## config.mk

```make
export PLATFORM = sky130hd
export DESIGN_NAME = lru_page_frame_tracker_unit
export DESIGN_NICKNAME = d
export VERILOG_FILES = /design/src/hdl/lpft_pkg.sv /design/src/hdl/lru_page_frame_tracker_unit.sv /design/src/hdl/lpft_cell.sv
export SDC_FILE = /design/constraint.sdc
export NUM_CORES = 1
export LEC_CHECK = 0
export ABC_CLOCK_PERIOD_IN_PS = 4670
export BUFFER_PORTS_ARGS = -buffer_cell sky130_fd_sc_hd__buf_2
export CORE_MARGIN = 2
export CORE_UTILIZATION = 63
export DETAILED_ROUTE_END_ITERATION = 10
export GPL_TIMING_DRIVEN = 1
export PLACE_DENSITY = 0.81
export SETUP_SLACK_MARGIN = 0.4
export SLEW_MARGIN = 20
export SYNTH_ARGS = -nofsm -noshare
export SYNTH_HDL_FRONTEND = slang
export SYNTH_SLANG_ARGS = --single-unit
```

## constraint.sdc

```tcl
create_clock -name aclk -period 4.67 [get_ports aclk]
set_input_delay 0.467 -clock aclk [delete_from_list [all_inputs] [get_ports aclk]]
set_output_delay 0.467 -clock aclk [all_outputs]
set_load 0.01 [all_outputs]
```

## src/hdl/lpft_pkg.sv

```systemverilog
// ----------------------------------------------------------------------------
// lpft_pkg
// Shared types and constants of the LRU page frame tracker.
// ----------------------------------------------------------------------------
`default_nettype none

package lpft_pkg;

    localparam int IDX_W       = 6;
    localparam int IN_TDATA_W  = 16;
    localparam int OUT_TDATA_W = 56;
    localparam int OUT_TUSER_W = 2;
    localparam int CFG_W       = 5;
    localparam int FAULT_W     = 32;
    localparam int OUT_PAGE_W  = 16;
    localparam int OUT_FRAME_W = 4;

    localparam logic [CFG_W-1:0] CFG_RESET = 5'd3;

    // lookup result rippling from cell 0 upward
    typedef struct packed {
        logic             hit;
        logic [IDX_W-1:0] hit_idx;
        logic [IDX_W-1:0] hit_rank;
        logic [IDX_W-1:0] vic_idx;
    } lpft_scan_t;

    // update command broadcast to every cell
    typedef struct packed {
        logic             en;
        logic             clear;
        logic             fill;
        logic [IDX_W-1:0] idx;
        logic [IDX_W-1:0] old_rank;
    } lpft_upd_t;

endpackage

`default_nettype wire

```

## src/hdl/lru_page_frame_tracker_unit.sv

```systemverilog
// ----------------------------------------------------------------------------
// lru_page_frame_tracker_unit
// LRU page replacement over a row of frame cells with per-frame age ranks.
// ----------------------------------------------------------------------------
//  channel | dir | tdata                                      | side
//  s_      | in  | [15:0] page_number                         | tlast last_access
//  m_      | out | [3:0] frame, [19:4] evicted_page, [51:20]  | tuser {evicted,hit}
//          |     | fault_total                                | tlast trace_done
//  cfg_    | in  | [4:0] frames_in_use                        | cfg_wr_en
//
//  a lookup state through the cell chain, then a rank update state in every
//  cell that already takes the next reference; result registered after lookup
//  a held result stalls the lookup until it is taken
//  reset is synchronous; no clearing pass
//  a transfer with tlast returns all trace state to reset after its result
// ----------------------------------------------------------------------------
`default_nettype none

module lru_page_frame_tracker_unit
    import lpft_pkg::*;
#(
    parameter int FRAMES    = 16,
    parameter int PAGE_BITS = 16
) (
    input  wire logic                   aclk,
    input  wire logic                   aresetn,
    input  wire logic                   cfg_wr_en,
    input  wire logic [CFG_W-1:0]       cfg_wr_data,  // frames_in_use
    input  wire logic                   s_tvalid,
    output logic                        s_tready,
    input  wire logic [IN_TDATA_W-1:0]  s_tdata,      // page_number
    input  wire logic                   s_tlast,
    output logic                        m_tvalid,
    input  wire logic                   m_tready,
    output logic [OUT_TDATA_W-1:0]      m_tdata,      // frame_index, evicted_page, fault_total
    output logic [OUT_TUSER_W-1:0]      m_tuser,      // hit, evicted
    output logic                        m_tlast
);

    localparam int RANK_W = (FRAMES > 1) ? $clog2(FRAMES) : 1;
    localparam int FILL_W = $clog2(FRAMES + 1);
    localparam int CMP_W  = (FILL_W > CFG_W) ? FILL_W : CFG_W;
    localparam logic [CMP_W-1:0] FRAMES_C = CMP_W'(FRAMES);

    typedef enum logic [1:0] {
        ST_IDLE,
        ST_LOOKUP,
        ST_UPDATE
    } state_t;

    state_t                  state_reg, state_next;
    logic [PAGE_BITS-1:0]    key_reg, key_next;
    logic                    last_reg, last_next;
    logic [CFG_W-1:0]        cap_reg;
    logic [FILL_W-1:0]       filled_reg, filled_next;
    logic [FAULT_W-1:0]      faults_reg, faults_next;
    lpft_upd_t               upd_reg, upd_next;
    logic                    m_valid_reg, m_valid_next;
    logic [OUT_TDATA_W-1:0]  m_data_reg, m_data_next;
    logic [OUT_TUSER_W-1:0]  m_user_reg, m_user_next;
    logic                    m_last_reg, m_last_next;

    lpft_scan_t              scan [0:FRAMES];
    logic [PAGE_BITS-1:0]    vpage [0:FRAMES];
    lpft_upd_t               upd_cell;
    logic [IDX_W-1:0]        victim_rank;
    logic [PAGE_BITS-1:0]    in_page;
    logic [OUT_PAGE_W-1:0]   vic_page_out;
    logic [CMP_W-1:0]        cfg_ext;
    logic [CMP_W-1:0]        cap;
    logic                    do_fill;
    logic                    do_evict;
    logic [IDX_W-1:0]        frame;
    logic                    in_xfer;

    generate
        if (PAGE_BITS >= IN_TDATA_W) begin : g_wide
            assign in_page      = PAGE_BITS'(s_tdata);
            assign vic_page_out = vpage[FRAMES][OUT_PAGE_W-1:0];
        end else begin : g_narrow
            assign in_page      = s_tdata[PAGE_BITS-1:0];
            assign vic_page_out = OUT_PAGE_W'(vpage[FRAMES]);
        end
    endgenerate

    assign scan[0]  = '0;
    assign vpage[0] = '0;
    assign victim_rank = IDX_W'(filled_reg) - IDX_W'(1);

    always_comb begin
        upd_cell    = upd_reg;
        upd_cell.en = upd_reg.en && (state_reg == ST_UPDATE);
    end

    genvar gi;
    generate
        for (gi = 0; gi < FRAMES; gi++) begin : g_cell
            lpft_cell #(
                .IDX    (gi),
                .PAGE_W (PAGE_BITS),
                .RANK_W (RANK_W)
            ) u_cell (
                .aclk        (aclk),
                .aresetn     (aresetn),
                .key         (key_reg),
                .victim_rank (victim_rank),
                .upd         (upd_cell),
                .scan_in     (scan[gi]),
                .vpage_in    (vpage[gi]),
                .scan_out    (scan[gi+1]),
                .vpage_out   (vpage[gi+1])
            );
        end
    endgenerate

    assign cfg_ext  = CMP_W'(cap_reg);
    assign cap      = (cfg_ext == '0) ? CMP_W'(1) :
                      ((cfg_ext > FRAMES_C) ? FRAMES_C : cfg_ext);
    assign do_fill  = !scan[FRAMES].hit && (CMP_W'(filled_reg) < cap);
    assign do_evict = !scan[FRAMES].hit && !do_fill;
    assign frame    = scan[FRAMES].hit ? scan[FRAMES].hit_idx :
                      (do_fill ? IDX_W'(filled_reg) : scan[FRAMES].vic_idx);
    assign in_xfer  = s_tvalid && s_tready;

    always_comb begin
        state_next   = state_reg;
        key_next     = key_reg;
        last_next    = last_reg;
        filled_next  = filled_reg;
        faults_next  = faults_reg;
        upd_next     = upd_reg;
        m_valid_next = m_valid_reg;
        m_data_next  = m_data_reg;
        m_user_next  = m_user_reg;
        m_last_next  = m_last_reg;

        if (m_valid_reg && m_tready) begin
            m_valid_next = 1'b0;
        end

        case (state_reg)
            ST_IDLE, ST_UPDATE: begin
                if (in_xfer) begin
                    key_next   = in_page;
                    last_next  = s_tlast;
                    state_next = ST_LOOKUP;
                end else begin
                    state_next = ST_IDLE;
                end
            end
            ST_LOOKUP: begin
                if (!m_valid_reg || m_tready) begin
                    if (!scan[FRAMES].hit && (faults_reg != '1)) begin
                        faults_next = faults_reg + FAULT_W'(1);
                    end
                    if (do_fill) begin
                        filled_next = filled_reg + FILL_W'(1);
                    end
                    m_valid_next = 1'b1;
                    m_user_next  = {do_evict, scan[FRAMES].hit};
                    m_last_next  = last_reg;
                    m_data_next  = OUT_TDATA_W'({faults_next,
                                                 (do_evict ? vic_page_out
                                                           : {OUT_PAGE_W{1'b0}}),
                                                 frame[OUT_FRAME_W-1:0]});
                    upd_next.en       = 1'b1;
                    upd_next.clear    = last_reg;
                    upd_next.fill     = do_fill;
                    upd_next.idx      = frame;
                    upd_next.old_rank = scan[FRAMES].hit ? scan[FRAMES].hit_rank :
                                        (do_fill ? IDX_W'(filled_reg) : victim_rank);
                    if (last_reg) begin
                        filled_next = '0;
                        faults_next = '0;
                    end
                    state_next = ST_UPDATE;
                end
            end
            default: begin
                state_next = ST_IDLE;
            end
        endcase
    end

    always_ff @(posedge aclk) begin
        if (!aresetn) begin
            state_reg   <= ST_IDLE;
            cap_reg     <= CFG_RESET;
            filled_reg  <= '0;
            faults_reg  <= '0;
            upd_reg     <= '0;
            m_valid_reg <= 1'b0;
        end else begin
            state_reg   <= state_next;
            filled_reg  <= filled_next;
            faults_reg  <= faults_next;
            upd_reg     <= upd_next;
            m_valid_reg <= m_valid_next;
            if (cfg_wr_en) begin
                cap_reg <= cfg_wr_data;
            end
        end
        key_reg    <= key_next;
        last_reg   <= last_next;
        m_data_reg <= m_data_next;
        m_user_reg <= m_user_next;
        m_last_reg <= m_last_next;
    end

    assign s_tready = (state_reg == ST_IDLE) || (state_reg == ST_UPDATE);
    assign m_tvalid = m_valid_reg;
    assign m_tdata  = m_data_reg;
    assign m_tuser  = m_user_reg;
    assign m_tlast  = m_last_reg;

endmodule

`default_nettype wire

```

## src/hdl/lpft_cell.sv

```systemverilog
// ----------------------------------------------------------------------------
// lpft_cell
// One frame: page, age rank and valid bit; extends the lookup chain.
// ----------------------------------------------------------------------------
`default_nettype none

module lpft_cell
    import lpft_pkg::*;
#(
    parameter int IDX     = 0,
    parameter int PAGE_W  = 16,
    parameter int RANK_W  = 4
) (
    input  wire logic              aclk,
    input  wire logic              aresetn,
    input  wire logic [PAGE_W-1:0] key,
    input  wire logic [IDX_W-1:0]  victim_rank,
    input  wire lpft_upd_t         upd,
    input  wire lpft_scan_t        scan_in,
    input  wire logic [PAGE_W-1:0] vpage_in,
    output lpft_scan_t             scan_out,
    output logic [PAGE_W-1:0]      vpage_out
);

    localparam logic [IDX_W-1:0] MY_IDX = IDX_W'(IDX);

    logic [PAGE_W-1:0] page_reg;
    logic [RANK_W-1:0] rank_reg;
    logic              valid_reg;
    logic              match;
    logic              is_vic;
    logic [IDX_W-1:0]  rank_ext;

    assign rank_ext = IDX_W'(rank_reg);
    assign match    = valid_reg && (page_reg == key);
    assign is_vic   = valid_reg && (rank_ext == victim_rank);

    always_comb begin
        scan_out  = scan_in;
        vpage_out = vpage_in;
        if (match && !scan_in.hit) begin
            scan_out.hit      = 1'b1;
            scan_out.hit_idx  = MY_IDX;
            scan_out.hit_rank = rank_ext;
        end
        if (is_vic) begin
            scan_out.vic_idx = MY_IDX;
            vpage_out        = page_reg;
        end
    end

    always_ff @(posedge aclk) begin
        if (!aresetn || (upd.en && upd.clear)) begin
            valid_reg <= 1'b0;
            rank_reg  <= '0;
        end else if (upd.en) begin
            if (upd.idx == MY_IDX) begin
                rank_reg <= '0;
                if (upd.fill) begin
                    valid_reg <= 1'b1;
                end
            end else if (valid_reg && (rank_ext < upd.old_rank)) begin
                rank_reg <= rank_reg + RANK_W'(1);
            end
        end
    end

    always_ff @(posedge aclk) begin
        if (upd.en && !upd.clear && (upd.idx == MY_IDX)) begin
            page_reg <= key;
        end
    end

endmodule

`default_nettype wire

```

* Yosys cells after proc, flatten, opt, wreduce, memory -nomap -nowiden
Index checks and enable logic that the tools add are counted.
** Cells by class
- Muxes and demuxes :: 95
- Add/sub/neg operators :: 19
- Reduce and logical (&&, ||, !) cells :: 166
- Eq/ne operators :: 51
- $lt $le $gt $ge :: 18
** Operator list (number)
- $eq 16x16->1 :: 16
- $mux 16 :: 16
- $mux 13 :: 16
- $mux 4 :: 40
- $eq 4x6->1 :: 16
- $lt 4x6->1 :: 16
- $logic_and 1x1->1 :: 87
- $add 4x1->4 const B :: 16
- $mux 32 :: 2
- $reduce_and 3->1 :: 17
- $eq 6x4->1 const B :: 8
- $reduce_and 2->1 :: 18
- $reduce_bool 2->1 :: 17
- $add 32x1->32 const B :: 1
- $ne 32x32->1 const B :: 1
- $eq 6x3->1 const B :: 4
- $mux 6 :: 4
- $logic_not 1->1 :: 20
- $mux 5 :: 4
- $eq 6x2->1 const B :: 2
- $mux 3 :: 4
- $eq 6x1->1 const B :: 1
- $logic_not 6->1 :: 1
- $mux 2 :: 3
- other kinds (13) :: 19
** Word-level totals
- Input port bits :: 27
- Output and inout port bits :: 61
- Register bits :: 468
- Logic and storage cells :: 413

* Logic depth before layout (Yosys ltp)
- Word-level depth :: 52
- Mapped depth :: 18
- Depth with buffers taken out :: 13

* Hierarchy
Synthesis repeated with hierarchy kept, for this count alone.
** Unflattened totals
- Cells, all modules :: 2708
- Area total of the unflattened synthesis :: 29884.9 sq um
** Modules (own cells, without submodules)
- lpft_cell at g_cell[10].u_cell ... :: area an instance 1448.9 sq um, cells each 127, times used 7
- lru_page_frame_tracker_unit :: area an instance 6705.2 sq um, cells each 670, times used 1
- lpft_cell at g_cell[13].u_cell ... :: area an instance 1450.1 sq um, cells each 130, times used 2
- lpft_cell at g_cell[11].u_cell ... :: area an instance 1443.9 sq um, cells each 126, times used 2
- lpft_cell at g_cell[0].u_cell :: area an instance 1457.6 sq um, cells each 127, times used 1
- lpft_cell at g_cell[8].u_cell :: area an instance 1455.1 sq um, cells each 127, times used 1
- lpft_cell at g_cell[12].u_cell :: area an instance 1450.1 sq um, cells each 127, times used 1
- lpft_cell at g_cell[15].u_cell :: area an instance 1445.1 sq um, cells each 130, times used 1
- lpft_cell at g_cell[3].u_cell :: area an instance 1441.4 sq um, cells each 126, times used 1

* Worst setup path before layout
Ideal clock, no wire load.
- Path type :: register to register
- Start :: reg filled_reg[0]
- End :: reg m_data_reg[17], in the netlist m_tdata[17] (data pin)
- Clock period less this slack :: 3.880 ns
- Data arrival time :: 3.610 ns
- Data required time :: 4.401 ns
- Buffers on the path :: 6
- Setup time :: 0.269 ns
- Stages on the path, launching flop included :: 19
- Setup slack :: 0.790 ns
- Path through :: dfxtp_1 -> buf_2 -> buf_2 -> inv_1 -> ha_1 -> buf_2 -> xnor2_2 -> buf_4 -> xnor2_1 -> or3_1 -> or3_1 -> clkbuf_1 -> buf_2 -> o211ai_1 -> o211ai_1 -> a311oi_1 -> nor2_1 -> a211oi_1 -> nor3_1
** On the way
- Longest elaborated chain between the ends :: 19
- Elaborated cells between the ends (all ways) :: 53
** RTL lines
- start, declared :: RTL line lru_page_frame_tracker_unit.sv:55 : logic [FILL_W-1:0] filled_reg, filled_next;
- start signal, assigned :: RTL line lru_page_frame_tracker_unit.sv:195 : filled_reg <= filled_next;
- $sub 5x1->6 :: RTL line lru_page_frame_tracker_unit.sv:88 : assign victim_rank = IDX_W'(filled_reg) - IDX_W'(1);
- $eq 4x6->1 :: RTL line lpft_cell.sv:36 : assign is_vic = valid_reg && (rank_ext == victim_rank);
- $logic_and 1x1->1 :: RTL line lpft_cell.sv:36
- $mux 16 (16 in series) :: RTL line lpft_cell.sv:46 : if (is_vic) begin
- end signal, assigned :: RTL line lru_page_frame_tracker_unit.sv:205 : m_data_reg <= m_data_next;
- end, declared :: RTL line lru_page_frame_tracker_unit.sv:59 : logic [OUT_TDATA_W-1:0] m_data_reg, m_data_next;
Several ways; a longest one is shown, not always the timed one.
A chain may end at the register's enable or synchronous reset.

* Worst setup path after layout
- Start :: reg filled_reg[0]
- End :: reg m_data_reg[12], in the netlist m_tdata[12] (data pin)
Same word-level chain as after synthesis.

==> out/metrics.yaml <==
dieArea_um2: 43600
antenna_found_initial: 2
area_growth_pct: 11.5
ys_ff_latch: 467
place.gp.congestion: 1.02
drt-initial-drc-count: 3311
period_needed_ns: 4.13
largest_reg_flops: 256
routedWlPerCell_um: 26.5
root_buffer: "clkbuf_16"
critPathTopFamily: "simple AND/OR/NAND/NOR gates"
ant_nets: 0
synth_top_area_share: 0.373
seq_area_frac_synth: 0.478
worstPathRequired_ns: 5.02
finalCritPeriodShare: 0.884
synth_warnings: 0
drc_errors: 0
cts.path.max_buffers: 3
core-area_um2: 41700
max-vdd-ir-drop_v: 0.000316
clkTransAtPathRegs_ns: 0.06
final-setup-viol-count: 0
setup_tns_ns: 0
rsz0062_at_grt: "false"
crit_chain: "inv_1 > ha_2 > buf_4 > xor2_1 > nand3_1 > nor4b_4 > or2_0 > nor2_1 > o221ai_1 > a21oi_1 > o21ai_0 > a31oi_1"
synthTopCellsByArea: "edfxtp_1 37%, dfxtp_1 11%, xnor2_1 6.5%, xor2_1 6.1%, ha_1 3.4%"
worstSetupPathType: "flip-flop to flip-flop"
met2_usage: 0.571
die_w_um: 209
synthCells: 2543
dp_hpwl_um: 62000
cp-start-kind: "flip-flop"
start_util: 0.634
nets: 2754
cts_htree_levels: 2
skew_ns: 0.0240
grtUsageMet1: 0.552
arrival_ns: 4.47
grt-ovfl-total: 0
drv_cap: 0
hold_path.class: "input pin to flip-flop"
cp_num_buf_inv: 2
cts_buffers: 49
grt_pass1_vias: 21100
synth_edf_count: 328
dr.pass1.iters: 8
drt_wl_total_um: 85700
die_y_um: 209
fmax_ghz: 0.242
fin_util: 0.707
vias_per_cell: 6.93
p_per_area_nw_per_um2: 317
io_buffers: 83
dp_worst_setup_slack_ns: 0.511
std_cell_rows: 75
yosys_most_used_dff: "edfxtp_1"
clkLatencyLatePin_ns: 0.62
gr-usage-met3: 0.0932
path_max_fanout: 15
busiest_layer: "met2"
relSlewSlack: 0.232
totalPowerFinal_mw: 9.35
end_kind: "flip-flop"
worstMarginPinSlew_ns: 1.15
grt_pass1_wl_um: 129000
syn_avg_cell_area_um2: 10.4
slowest_stage: "or2_0"
finalHoldViolCount: 0
io_pins: 88
syn_area_um2: 26400
cts_tree: "built"
num_vias: 22400
drv_slew: 0
drive_gt1_frac: 0.129
cp_slowest_stage_delay_ns: 0.63
p_leak_nw: 10.7
ys_types: 98
grt_max_degree: 47
cts_sinks: 467
grtUsageTotal: 0.388
synth_top_area_cell: "edfxtp_1"
synthArstFlopShare: 0
status: "complete, no violations"
setup_ws_ns: 0.543
## cell families after synthesis
family / synth area share
xor+xnor: 0.136
other cells: 0.000142
fa+ha+maj: 0.0336
simple gates: 0.179
flops: 0.478
compound gates: 0.133
buf+inv: 0.0332
mux: 0.00673
## through the flow
stage | std cells | hold slack [ns] | area (µm²)
finish | 3236 | 0.0216 | 29400
global route | 3235 | 0.0199 | 29400
CTS | 3222 | 0.00897 | 29300
detailed placement | 3131 | 0.463 | 27600
global placement | 3131 | 0.441 | 27600
floorplan | 2546 | 0.424 | 26400
## layer usage
metal	vias up	share of wire
li1	9721	-
met1	10800	0.39
met2	1647	0.43
met3	239	0.13
met4	2	0.048
met5	-	0.00020
## worst paths after layout
path,startpoint,endpoint,slack (ns),cells after the start
max,filled_reg[0],m_tdata[12],0.54,12
min,s_tdata[5],key_reg[5],0.02,1
max reg2reg,filled_reg[0],m_tdata[12],0.54,12
min reg2reg,upd_cell[12],upd_cell[12],0.48,2
## Yosys cell counts (24+ instances only)
master,n
o21ai_0,66
or3_1,24
nor4_1,54
nor2_1,233
nand4_1,77
a21oi_1,136
edfxtp_1,328
or4_1,25
xor2_1,184
nand2b_1,36
inv_1,38
a21o_1,29
buf_2,26
xnor2_1,195
and3_1,36
nand3_1,63
ha_1,71
a31oi_1,25
nor3_1,42
nand2_1,215
dfxtp_1,139
o22ai_1,32
clkbuf_1,68
a22oi_1,25
## power breakdown
part | switching [mW] | total, mW | internal, mW
logic | 0.450 | 0.690 | 0.239
clock network | 1.72 | 4.13 | 2.41
registers | 0.0555 | 4.53 | 4.47
## timing repair
item / CTS / global route
buffers inserted: 0 / 13
endpoints found under the setup margin: 0 / 19
hold buffers: 0 / 0
resized for setup: 0 / 5
## final cells by class
| cell class | count | area [µm²] |
|---|---|---|
| multi-input cells | 1904 | 13000 |
| well taps | 539 | 674 |
| flip-flops and latches | 467 | 12600 |
| fillers | 3054 | 12200 |
| clock buffers | 60 | 1360 |
| inverters | 39 | 146 |
| diodes | 1 | 2.50 |
| repair buffers | 195 | 1270 |
| clock inverters | 31 | 340 |
## layout by cell type, fill, tap and decap left out, types with 25 or more instances in the layout
cell,instances
clkbuf_16,51
inv_1,37
buf_4,111
nand2_1,215
nand2b_1,36
nand3_1,63
a21o_1,29
a31oi_1,25
xor2_1,184
o22ai_1,32
a21oi_1,136
buf_2,83
nor4_1,51
dfxtp_1,139
nand4_1,77
a22oi_1,25
ha_1,70
edfxtp_1,328
nor3_1,39
xnor2_1,195
o21ai_0,66
nor2_1,223
and3_1,35
Power figures use the tool's default switching activity.
